File: src/rtl/modexp_pkg.sv
package modexp_pkg;

  typedef enum logic [2:0] {
    ST_IDLE,
    ST_REDUCE,
    ST_NEXT,
    ST_DBL,
    ST_ADD,
    ST_UPDATE,
    ST_FINISH
  } state_t;

  // controller -> datapath
  typedef struct packed {
    logic load;      // capture operands, start base reduction
    logic red_step;  // one restoring step of base mod m
    logic mul_init;  // start both products (pm*b and b*b)
    logic dbl_step;  // acc = 2*acc mod m
    logic add_step;  // acc = acc + operand mod m, if multiplier bit set
    logic mul_done;  // commit b*b, pm*b if e[0]; shift exponent
    logic out_load;  // move result into output register
  } cmd_t;

  // datapath -> controller
  typedef struct packed {
    logic cnt_last;
    logic e_zero;
  } status_t;

endpackage

File: src/rtl/modular_exponentiation_core.sv
// Channel  Handshake            Payload
// cfg      cfg_valid/cfg_ready  modulus
// in       in_valid/in_ready    base, exponent
// out      out_valid/out_ready  power_mod
//
// One item at a time. Base reduction runs first, then each exponent bit up to
// the top set bit gets a square and a multiply (run side by side on a bit-serial
// add-and-double unit); a zero exponent goes from reduction straight to finish.
// Synchronous reset; modulus resets to 2. A waiting result does not block
// the next beat in; only the final write to the output register waits.
module modular_exponentiation_core #(
  parameter int WORD_BITS = 32
) (
  input  logic                 clk,
  input  logic                 rst,
  input  logic                 cfg_valid,
  output logic                 cfg_ready,
  input  logic [WORD_BITS-1:0] modulus,
  input  logic                 in_valid,
  output logic                 in_ready,
  input  logic [WORD_BITS-1:0] base,
  input  logic [WORD_BITS-1:0] exponent,
  output logic                 out_valid,
  input  logic                 out_ready,
  output logic [WORD_BITS-1:0] power_mod
);

  modexp_pkg::cmd_t    cmd;
  modexp_pkg::status_t status;

  assign cfg_ready = 1'b1;

  modexp_ctrl u_ctrl (
    .clk       (clk),
    .rst       (rst),
    .in_valid  (in_valid),
    .in_ready  (in_ready),
    .out_valid (out_valid),
    .out_ready (out_ready),
    .status    (status),
    .cmd       (cmd)
  );

  modexp_datapath #(
    .WORD_BITS (WORD_BITS)
  ) u_datapath (
    .clk       (clk),
    .rst       (rst),
    .cfg_wr    (cfg_valid && cfg_ready),
    .modulus   (modulus),
    .base      (base),
    .exponent  (exponent),
    .cmd       (cmd),
    .status    (status),
    .power_mod (power_mod)
  );

endmodule

File: src/rtl/modexp_datapath.sv
module modexp_datapath #(
  parameter int WORD_BITS = 32
) (
  input  logic                 clk,
  input  logic                 rst,
  input  logic                 cfg_wr,
  input  logic [WORD_BITS-1:0] modulus,
  input  logic [WORD_BITS-1:0] base,
  input  logic [WORD_BITS-1:0] exponent,
  input  modexp_pkg::cmd_t     cmd,
  output modexp_pkg::status_t  status,
  output logic [WORD_BITS-1:0] power_mod
);

  localparam int CNT_W = (WORD_BITS > 1) ? $clog2(WORD_BITS) : 1;
  localparam logic [CNT_W-1:0] CNT_TOP = CNT_W'(WORD_BITS - 1);

  logic [WORD_BITS-1:0] mod_reg;
  logic [WORD_BITS:0]   m_ext;     // modulus 0 stands for 2^WORD_BITS
  logic [WORD_BITS-1:0] b;         // reduced base power
  logic [WORD_BITS-1:0] pm;        // running result
  logic [WORD_BITS-1:0] e;
  logic [WORD_BITS-1:0] sh;        // multiplier bits, MSB first
  logic [WORD_BITS-1:0] acc_p;     // pm * b
  logic [WORD_BITS-1:0] acc_s;     // b * b
  logic [CNT_W-1:0]     cnt;
  logic [WORD_BITS:0]   red_sum;
  logic [WORD_BITS-1:0] red_next;

  // (a + c) mod m for a, c < m
  function automatic logic [WORD_BITS-1:0] add_mod(
    input logic [WORD_BITS-1:0] a,
    input logic [WORD_BITS-1:0] c,
    input logic [WORD_BITS:0]   m
  );
    logic [WORD_BITS:0] s;
    s = {1'b0, a} + {1'b0, c};
    if (s >= m) begin
      s = s - m;
    end
    return s[WORD_BITS-1:0];
  endfunction

  assign m_ext = {(mod_reg == '0), mod_reg};

  always_comb begin
    red_sum = {b, sh[WORD_BITS-1]};
    if (red_sum >= m_ext) begin
      red_sum = red_sum - m_ext;
    end
    red_next = red_sum[WORD_BITS-1:0];
  end

  always_ff @(posedge clk) begin
    if (rst) begin
      mod_reg <= WORD_BITS'(2);
    end else if (cfg_wr) begin
      mod_reg <= modulus;
    end
  end

  always_ff @(posedge clk) begin
    if (cmd.load) begin
      sh  <= base;
      e   <= exponent;
      b   <= '0;
      cnt <= CNT_TOP;
      // modulus one with a nonzero exponent gives 0; everything else starts at 1
      pm  <= (m_ext == (WORD_BITS+1)'(1) && exponent != '0) ? '0 : WORD_BITS'(1);
    end
    if (cmd.red_step) begin
      b   <= red_next;
      sh  <= {sh[WORD_BITS-2:0], 1'b0};
      cnt <= cnt - CNT_W'(1);
    end
    if (cmd.mul_init) begin
      sh    <= b;
      acc_p <= '0;
      acc_s <= '0;
      cnt   <= CNT_TOP;
    end
    if (cmd.dbl_step) begin
      acc_p <= add_mod(acc_p, acc_p, m_ext);
      acc_s <= add_mod(acc_s, acc_s, m_ext);
    end
    if (cmd.add_step) begin
      if (sh[WORD_BITS-1]) begin
        acc_p <= add_mod(acc_p, pm, m_ext);
        acc_s <= add_mod(acc_s, b, m_ext);
      end
      sh  <= {sh[WORD_BITS-2:0], 1'b0};
      cnt <= cnt - CNT_W'(1);
    end
    if (cmd.mul_done) begin
      if (e[0]) begin
        pm <= acc_p;
      end
      b <= acc_s;
      e <= {1'b0, e[WORD_BITS-1:1]};
    end
    if (cmd.out_load) begin
      power_mod <= pm;
    end
  end

  assign status.cnt_last = (cnt == '0);
  assign status.e_zero   = (e == '0);

endmodule

File: src/rtl/modexp_ctrl.sv
module modexp_ctrl (
  input  logic                clk,
  input  logic                rst,
  input  logic                in_valid,
  output logic                in_ready,
  output logic                out_valid,
  input  logic                out_ready,
  input  modexp_pkg::status_t status,
  output modexp_pkg::cmd_t    cmd
);

  modexp_pkg::state_t state, state_next;
  logic out_free;

  assign out_free = !out_valid || out_ready;

  always_ff @(posedge clk) begin
    if (rst) begin
      state <= modexp_pkg::ST_IDLE;
    end else begin
      state <= state_next;
    end
  end

  always_ff @(posedge clk) begin
    if (rst) begin
      out_valid <= 1'b0;
    end else if (cmd.out_load) begin
      out_valid <= 1'b1;
    end else if (out_ready) begin
      out_valid <= 1'b0;
    end
  end

  always_comb begin
    state_next = state;
    cmd        = '0;
    in_ready   = 1'b0;
    unique case (state)
      modexp_pkg::ST_IDLE: begin
        in_ready = 1'b1;
        if (in_valid) begin
          cmd.load   = 1'b1;
          state_next = modexp_pkg::ST_REDUCE;
        end
      end
      modexp_pkg::ST_REDUCE: begin
        cmd.red_step = 1'b1;
        if (status.cnt_last) begin
          state_next = modexp_pkg::ST_NEXT;
        end
      end
      modexp_pkg::ST_NEXT: begin
        if (status.e_zero) begin
          state_next = modexp_pkg::ST_FINISH;
        end else begin
          cmd.mul_init = 1'b1;
          state_next   = modexp_pkg::ST_DBL;
        end
      end
      modexp_pkg::ST_DBL: begin
        cmd.dbl_step = 1'b1;
        state_next   = modexp_pkg::ST_ADD;
      end
      modexp_pkg::ST_ADD: begin
        cmd.add_step = 1'b1;
        state_next   = status.cnt_last ? modexp_pkg::ST_UPDATE : modexp_pkg::ST_DBL;
      end
      modexp_pkg::ST_UPDATE: begin
        cmd.mul_done = 1'b1;
        state_next   = modexp_pkg::ST_NEXT;
      end
      modexp_pkg::ST_FINISH: begin
        if (out_free) begin
          cmd.out_load = 1'b1;
          state_next   = modexp_pkg::ST_IDLE;
        end
      end
      default: begin
        state_next = modexp_pkg::ST_IDLE;
      end
    endcase
  end

  a_accept_starts: assert property (@(posedge clk) disable iff (rst)
    in_valid && in_ready |=> state == modexp_pkg::ST_REDUCE)
    else $error("accepted beat did not start base reduction");

  a_mul_ends: assert property (@(posedge clk) disable iff (rst)
    state == modexp_pkg::ST_ADD && status.cnt_last |=> state == modexp_pkg::ST_UPDATE)
    else $error("product loop overran its bit count");

  a_out_from_finish: assert property (@(posedge clk) disable iff (rst)
    $rose(out_valid) |-> $past(state) == modexp_pkg::ST_FINISH)
    else $error("result beat raised outside finish");

  a_no_overwrite: assert property (@(posedge clk) disable iff (rst)
    cmd.out_load |-> !out_valid || out_ready)
    else $error("pending result beat overwritten");

endmodule
File: config.mk
export PLATFORM = sky130hd
export DESIGN_NAME = modular_exponentiation_core
export DESIGN_NICKNAME = d
export VERILOG_FILES = /design/src/rtl/modexp_pkg.sv /design/src/rtl/modular_exponentiation_core.sv /design/src/rtl/modexp_datapath.sv /design/src/rtl/modexp_ctrl.sv
export SDC_FILE = /design/constraint.sdc
export NUM_CORES = 1
export LEC_CHECK = 0
export BUFFER_PORTS_ARGS = -buffer_cell sky130_fd_sc_hd__buf_2
export CORE_UTILIZATION = 54
export DETAILED_ROUTE_END_ITERATION = 16
export GPL_ROUTABILITY_DRIVEN = 0
export PLACE_DENSITY = 0.69
export RECOVER_POWER = 25
export SLEW_MARGIN = 0
export SYNTH_ARGS = -nofsm -noshare
export SYNTH_HDL_FRONTEND = slang
export SYNTH_HIERARCHICAL = 1
export SYNTH_SLANG_ARGS = --single-unit
File: constraint.sdc
create_clock -name clk -period 7.14 [get_ports clk]
set_input_delay 1.071 -clock clk [delete_from_list [all_inputs] [get_ports clk]]
set_output_delay 1.071 -clock clk [all_outputs]
set_load 0.01 [all_outputs]
==> summary.txt, run 1 <==
Run status
  – Run status: finished, violations left
  – Failing checks: max-capacitance violations, max-slew violations

Power
  – Register share of total power: 0.275
  – Power per standard cell area: about 260 mW/mm²
  – Net Sw Frac: 0.4047
  – Clk pwr share: 0.239
  – P_sw: 2730 µW
  – Lkg Pwr: around 0.011 µW
  – Int Power: between 4000 and 5000 µW
  – Worst IR Drop VDD: 0.1743 mV
  – Comb pwr share: 0.486

Timing
  – Worst Slack Setup Final: 0.9049 ns
  – Peak Freq: ~160 MHz
  – Worst-Margin Slew: ~3.4 ns
  – Final-report setup violation count: 0
  – Hold Vio Cnt, Final: 0
  – Ratio of final minimum period to clock period: 0.8733
  – Rel. slew slack: -1.283
  – Clk_skew: between 0.01 and 0.015 ns
  – Unrepaired setup endpoints after global routing: false
  – Tmin final: roughly 6.2 ns
  – Final Max Slew Viols: between 100 and 150
  – Setup TNS: 0 ns

Die
  – Top Ports: about 140
  – Total Die Area: roughly 0.045 mm²
  – Die width: approximately 210 µm
  – Initial Util: 0.5498
  – Die Ht: about 210 µm
  – Core ar.: roughly 0.043 mm²
  – Rows: 76

Clock network
  – Root Driver: clkbuf_16
  – TritonCTS buffer count: 31
  – CTS tree: built
  – Sink Count: between 200 and 300
  – Hold_buf cts: 0
  – Postcts setup bufs: 0
  – Worst-skew pair later-pin latency: about 0.6 ns
  – Post-cts resize count: 0
  – Worst-path clk slew: roughly 0.06 ns
  – Clk buf depth: 3
  – CTS H-tree depth: 1

Worst setup path
  – CP delay by family, top: compound AO/OA/AOI/OAI gates
  – Crit path to: u_datapath/acc_s[4]
  – WP buf/inv: 1
  – Cells along the critical path: ha_1 > fa_1 > a21oi_1 > o221a_2 > a311oi_2 > o41ai_1 > o21a_1 > nor2_1 > a311o_1 > xor2_1 > ha_1 > a21o_1 > a21o_1 > a21oi_1 > o21ai_0 > nand2_1 > a21boi_0 > or3_1 > buf_4 > mux2i_1 > a21oi_1
  – CP max stage delay: 0.83 ns
  – WP depth: 21
  – Origin of the worst setup path: u_datapath/b[0]
  – CP dominant cell by count: a21oi_1
  – Arrival @ worst endpoint: around 6.7 ns
  – Data required, critical path: approximately 7.6 ns
  – Crit-path max FO: 31
  – RR Startpoint: u_datapath/b[0]
  – Type of origin of the critical path: flip-flop
  – CP max stage cell: or3_1
  – Worst R2R Setup Slack: a little over 0.9 ns
  – Reg-to-Reg End: u_datapath/acc_s[4]
  – Cell count of the worst reg-to-reg path: 21
  – Critical setup path kind: reg2reg
  – Setup crit end kind: flip-flop

Route
  – 1st-iter DRT viols: 1773
  – # DRC: 0
  – Routed WL: 69.66 mm
  – Vias: 21960
  – Wire length per cell: 20.12 µm
  – Drt first pass iters: 5
  – Routed Antenna Nets: 0
  – Vias per cell: 6.340

Place
  – Buffers on Ports: about 130
  – Dpl hpwl: 53.30 mm
  – Pre-CTS worst setup slack: 1.076 ns
  – Placed Instances: 3405
  – Area after DPL: ~0.025 mm²

Synth
  – Ys async rst share: 0
  – Cell variety after synth: 98
  – Sequential area share after synthesis: 0.2781
  – Syn. warnings: 6
  – Synthesized flop and latch total: ~270
  – Post-synth EDFFs: approximately 130
  – Main synth FF type: dfxtp_1
  – Syn nets: about 3100
  – Synth Instances: between 2000 and 3000
  – Cell Area, Synth: roughly 0.024 mm²
  – Average cell area after synthesis: ~8.5 µm²

Cells and area
  – Area of the multi-input gates: roughly 0.016 mm²
  – Reg area: ~0.0066 mm²
  – Fin nets: 3192
  – Area growth syn-to-layout: 8.563%
  – Layout Cells excl Fill: about 3500
  – Filler Cells Inserted: about 3900
  – Post-route cell area: about 0.026 mm²
  – Commonest non-fill, non-tap cell in the layout: nand2_1
  – Final Util: 0.5969
  – Commonest cells after routing, fill and taps aside: nand2_1 (271), a21oi_1 (250), ha_1 (231)
  – Share of cells above drive strength 1: 0.1147

Global route
  – GRT overflow: 0
  – Largest net degree at the start of global routing: 73
  – Vias in the first global route: 20870
  – First-pass GRT wire length: 110.9 mm
  – GR Util All Layers: 0.3094
  – Initial antenna violation count: 2

Min path
  – Hold Path Class: reg2reg

Flow run
  – Max-cap violations: 3
## area by class of cell
cell class | count | area share
Clock inverter | 16 | 0.004360
Sequential cell | 265 | 0.2562
Timing Repair Buffer | 153 | 0.03086
Antenna cell | 1 | 0.00009690
Clock buffer | 41 | 0.03585
Inverter | 89 | 0.01294
Multi-Input combinational cell | 2313 | 0.6313
Tap cell | 585 | 0.02834
## worst reg2reg max path: stages, from the launching register on
cell and delay, ns:
edfxtp_1 0.45, ha_1 0.28, fa_1 0.42, a21oi_1 0.20, o221a_2 0.29, a311oi_2 0.16
o41ai_1 0.62, o21a_1 0.34, nor2_1 0.10, a311o_1 0.36, xor2_1 0.16, ha_1 0.40
a21o_1 0.16, a21o_1 0.11, a21oi_1 0.07, o21ai_0 0.20, nand2_1 0.07, a21boi_0 0.28
or3_1 0.83, buf_4 0.33, mux2i_1 0.20, a21oi_1 0.08
## worst min-delay path by stage
stage,startpoint,to,slack [ns],cells past startpoint
global route,u_datapath/pm[17],u_datapath/power_mod[17],0.48,0
global placement,u_datapath/pm[4],u_datapath/power_mod[4],0.45,0
finish,u_datapath/pm[5],u_datapath/power_mod[5],0.47,0
detailed placement,u_datapath/pm[3],u_datapath/power_mod[3],0.45,0
floorplan,u_datapath/pm[0],u_datapath/power_mod[0],0.43,0
CTS,u_datapath/pm[17],u_datapath/power_mod[17],0.46,0
## metrics by stage
stage          hold slack (ns)  total power (µW)
4_1_cts                 0.4643              6709
3_5_place_dp            0.4526              5076
5_1_grt                 0.4814              7164
6_report                0.4706              6746
3_3_place_gp            0.4543              5015
2_1_floorplan           0.4314              4446
## cells in the mapped netlist, types with 14 or more instances
master | number | share of area
xor2_1 | 76 | 0.028
nand3_1 | 43 | 0.0090
o21ai_1 | 20 | 0.0042
inv_1 | 88 | 0.014
a31oi_1 | 39 | 0.010
edfxtp_1 | 131 | 0.17
ha_1 | 231 | 0.12
nor4_1 | 27 | 0.0071
nor3_1 | 39 | 0.0082
and2_1 | 14 | 0.0037
dfxtp_1 | 134 | 0.11
o21a_1 | 27 | 0.0085
nand2b_1 | 59 | 0.016
a21o_1 | 114 | 0.036
clkbuf_1 | 97 | 0.015
a22oi_1 | 39 | 0.012
a221oi_1 | 54 | 0.020
xnor2_1 | 120 | 0.044
o21ai_0 | 201 | 0.042
and3_1 | 36 | 0.0095
a211oi_1 | 34 | 0.011
o211ai_1 | 18 | 0.0057
o21bai_1 | 25 | 0.0079
nor2b_1 | 29 | 0.0076
mux2i_1 | 57 | 0.024
a21oi_1 | 250 | 0.053
nand4_1 | 37 | 0.0097
mux2_2 | 57 | 0.027
nor2_1 | 193 | 0.030
nand2_1 | 271 | 0.043
## power groups by stage
stage                     Combinational (µW)  Clock, µW  Sequential (µW)
final                                   3280       1610             1860
after floorplan                         2620          0             1830
after CTS                               3210       1640             1860
after detailed placement                3190          0             1890
after global placement                  3130          0             1890
after global routing                    3600       1690             1870
## layer usage
metal,global-route usage,vias up,part of all wire
met5,0,-,0.00037
met1,0.4099,10390,0.44
met2,0.5057,784,0.45
met4,0.1284,4,0.047
li1,-,10580,-
met3,0.04139,199,0.066
## cells by family after synthesis
group / count (synthesis) / synth area share
flip-flops: 265 / 0.2781
multiplexers: 127 / 0.05917
XOR/XNOR: 197 / 0.07285
AO/OA/AOI/OAI: 949 / 0.2636
other: 1 / 0.0001576
adder cells (fa/ha/maj): 238 / 0.1274
AND/OR/NAND/NOR: 801 / 0.1603
buffers and inverters: 214 / 0.03840
Note: power is estimated with default switching activity, not from simulation.
==> run 2: changes to the inputs <==
- CORE_ASPECT_RATIO: not set -> 0.9
- CTS_BUF_LIST: not set -> sky130_fd_sc_hd__clkbuf_4 sky130_fd_sc_hd__clkbuf_8
==> run 2 against run 1 <==
  * The flow still finishes with violations (max-capacitance violations, max-slew violations)
  * Power down 1.8%
  * Die area about the same
  * Critical path depth unchanged
  * Clock power down 9%
  * Critical path type unchanged
  * Highest routed layer is now met4
==> summary.txt, run 2 (synthesis results as in run 1) <==
Run status
  – Run status: finished, violations left
  – Failing checks: max-capacitance violations, max-slew violations

Worst setup path
  – Crit path to: u_datapath/acc_s[6]
  – Worst R2R Setup Slack: slightly above 0.9 ns
  – Critical setup path kind: reg2reg
  – Type of origin of the critical path: flip-flop
  – Origin of the worst setup path: u_datapath/b[0]
  – Crit-path max FO: 30
  – Reg-to-Reg End: u_datapath/acc_s[6]
  – Data required, critical path: approximately 7.6 ns
  – Arrival @ worst endpoint: 6.70 ns
  – Cell count of the worst reg-to-reg path: 21
  – RR Startpoint: u_datapath/b[0]
  – Setup crit end kind: flip-flop

Cells and area
  – Commonest non-fill, non-tap cell in the layout: nand2_1
  – Layout Cells excl Fill: 3465
  – Area of the multi-input gates: ~0.016 mm²
  – Commonest cells after routing, fill and taps aside: nand2_1 (271), a21oi_1 (250), ha_1 (231)
  – Reg area: about 0.0066 mm²
  – Share of cells above drive strength 1: 0.1213
  – Filler Cells Inserted: 3894
  – Area growth syn-to-layout: 8.105%
  – Fin nets: about 3200

Power
  – Int Power: approximately 3900 µW
  – Lkg Pwr: 0.01125 µW
  – Clk pwr share: 0.222
  – Power per standard cell area: around 260 mW/mm²
  – Worst IR Drop VDD: about 0.15 mV
  – Register share of total power: 0.281
  – P_sw: ~2700 µW
  – Net Sw Frac: 0.4110
  – Comb pwr share: 0.497

Place
  – Buffers on Ports: around 130
  – Dpl hpwl: 53.29 mm
  – Placed Instances: around 3400

Clock network
  – CTS H-tree depth: 2
  – Root Driver: clkbuf_8
  – Worst-path clk slew: 0.06 ns
  – CTS tree: built
  – Postcts setup bufs: 0
  – TritonCTS buffer count: 47
  – Sink Count: approximately 270
  – Clk buf depth: 3
  – Post-cts resize count: 0
  – Hold_buf cts: 0
  – Worst-skew pair later-pin latency: roughly 0.63 ns

Die
  – Top Ports: roughly 140
  – Die Ht: between 200 and 250 µm
  – Initial Util: 0.5501
  – Total Die Area: 0.04490 mm²
  – Rows: a little over 70
  – Die width: around 220 µm
  – Core ar.: between 0.04 and 0.05 mm²

Timing
  – Clk_skew: about 0.02 ns
  – Hold Vio Cnt, Final: 0
  – Final-report setup violation count: 0
  – Ratio of final minimum period to clock period: 0.8726
  – Unrepaired setup endpoints after global routing: false
  – Peak Freq: between 150 and 200 MHz
  – Rel. slew slack: -0.4871
  – Final Max Slew Viols: just over 70
  – Setup TNS: 0 ns
  – Worst-Margin Slew: about 2.2 ns
  – Tmin final: 6.231 ns

Global route
  – Vias in the first global route: between 20000 and 25000
  – First-pass GRT wire length: roughly 110 mm
  – Largest net degree at the start of global routing: 73
  – Initial antenna violation count: 1
  – GRT overflow: 0
  – GR Util All Layers: 0.3065

Flow run
  – Max-cap violations: 2

Route
  – # DRC: 0
  – Vias: around 22000
  – Vias per cell: 6.369
  – Routed WL: ~70 mm
  – Wire length per cell: approximately 20 µm
  – 1st-iter DRT viols: between 2000 and 2500
  – Routed Antenna Nets: 0
  – Drt first pass iters: 6

Min path
  – Hold Path Class: reg2reg
run 2: changes by cell type in the layout (fill, tap and decap cells not counted), moves of 2 or more:
cell | before | now
clkinv_1 | 1 | 10
clkinvlp_4 | 4 | 2
clkbuf_4 | 0 | 20
clkbuf_16 | 33 | 0
clkbuf_8 | 7 | 51
buf_4 | 17 | 19
clkinv_4 | 5 | 0
run 2: power by group through the flow:
stage / sequential [µW] / clock (µW) / combinational, µW
2_1_floorplan: 1830 / 0 / 2620
3_5_place_dp: 1890 / 0 / 3200
6_report: 1860 / 1470 / 3290
5_1_grt: 1870 / 1570 / 3630
3_3_place_gp: 1890 / 0 / 3130
4_1_cts: 1860 / 1510 / 3220
run 2: per-layer routing:
| metal | vias up | GRT usage | part of all wire |
|---|---|---|---|
| li1 | 10640 | - | - |
| met1 | 10380 | 0.4063 | 0.44 |
| met2 | 875 | 0.4786 | 0.44 |
| met3 | 175 | 0.06717 | 0.083 |
| met4 | 0 | 0.1342 | 0.039 |
| met5 | - | 0 | 0 |
run 2: critical path, cell delays in order, from the launching register on:
cell and delay, ns:
edfxtp_1 0.46, ha_1 0.29, fa_1 0.41, a21oi_1 0.19, o221a_2 0.28, a311oi_2 0.15
o41ai_1 0.63, o21a_1 0.36, nor2_1 0.10, a311o_1 0.36, xor2_1 0.16, ha_1 0.39
a21o_1 0.16, a21o_1 0.11, a21oi_1 0.07, o21ai_0 0.16, nand2_1 0.07, a21boi_0 0.28
or3_1 0.84, buf_4 0.30, mux2i_1 0.20, a21oi_1 0.09
run 2: how the worst min path moves through the flow:
stage,from,end,slack (ns),cells after the start
after global routing,u_datapath/pm[17],u_datapath/power_mod[17],0.47,0
after detailed placement,u_datapath/pm[17],u_datapath/power_mod[17],0.46,0
after global placement,u_datapath/pm[4],u_datapath/power_mod[4],0.45,0
final,u_datapath/pm[17],u_datapath/power_mod[17],0.46,0
after floorplan,u_datapath/pm[0],u_datapath/power_mod[0],0.43,0
after CTS,u_datapath/pm[17],u_datapath/power_mod[17],0.46,0
run 2: cell type report:
type,instances,share of cell area
multi-input combinational,2313,0.6340
sequential,265,0.2573
clock buffer,71,0.03313
timing repair buffer,154,0.03138
tap,555,0.02700
inverter,89,0.01299
clock inverter,17,0.004136
antenna,1,0.00009731
run 2: metrics by stage:
| step | util | hold slack (ns) | setup slack, ns | total power, µW | cell area, µm² |
|---|---|---|---|---|---|
| after global routing | 0.5946 | 0.4707 | 0.4040 | 7080 | 25710 |
| after floorplan | - | 0.4314 | 2.166 | 4446 | 23790 |
| after CTS | 0.5951 | 0.4574 | 1.044 | 6589 | 25730 |
| after detailed placement | 0.5729 | 0.4594 | 1.076 | 5088 | 24780 |
| final | 0.5947 | 0.4557 | 0.9094 | 6628 | 25720 |
| after global placement | 0.5729 | 0.4533 | 1.276 | 5021 | 24780 |
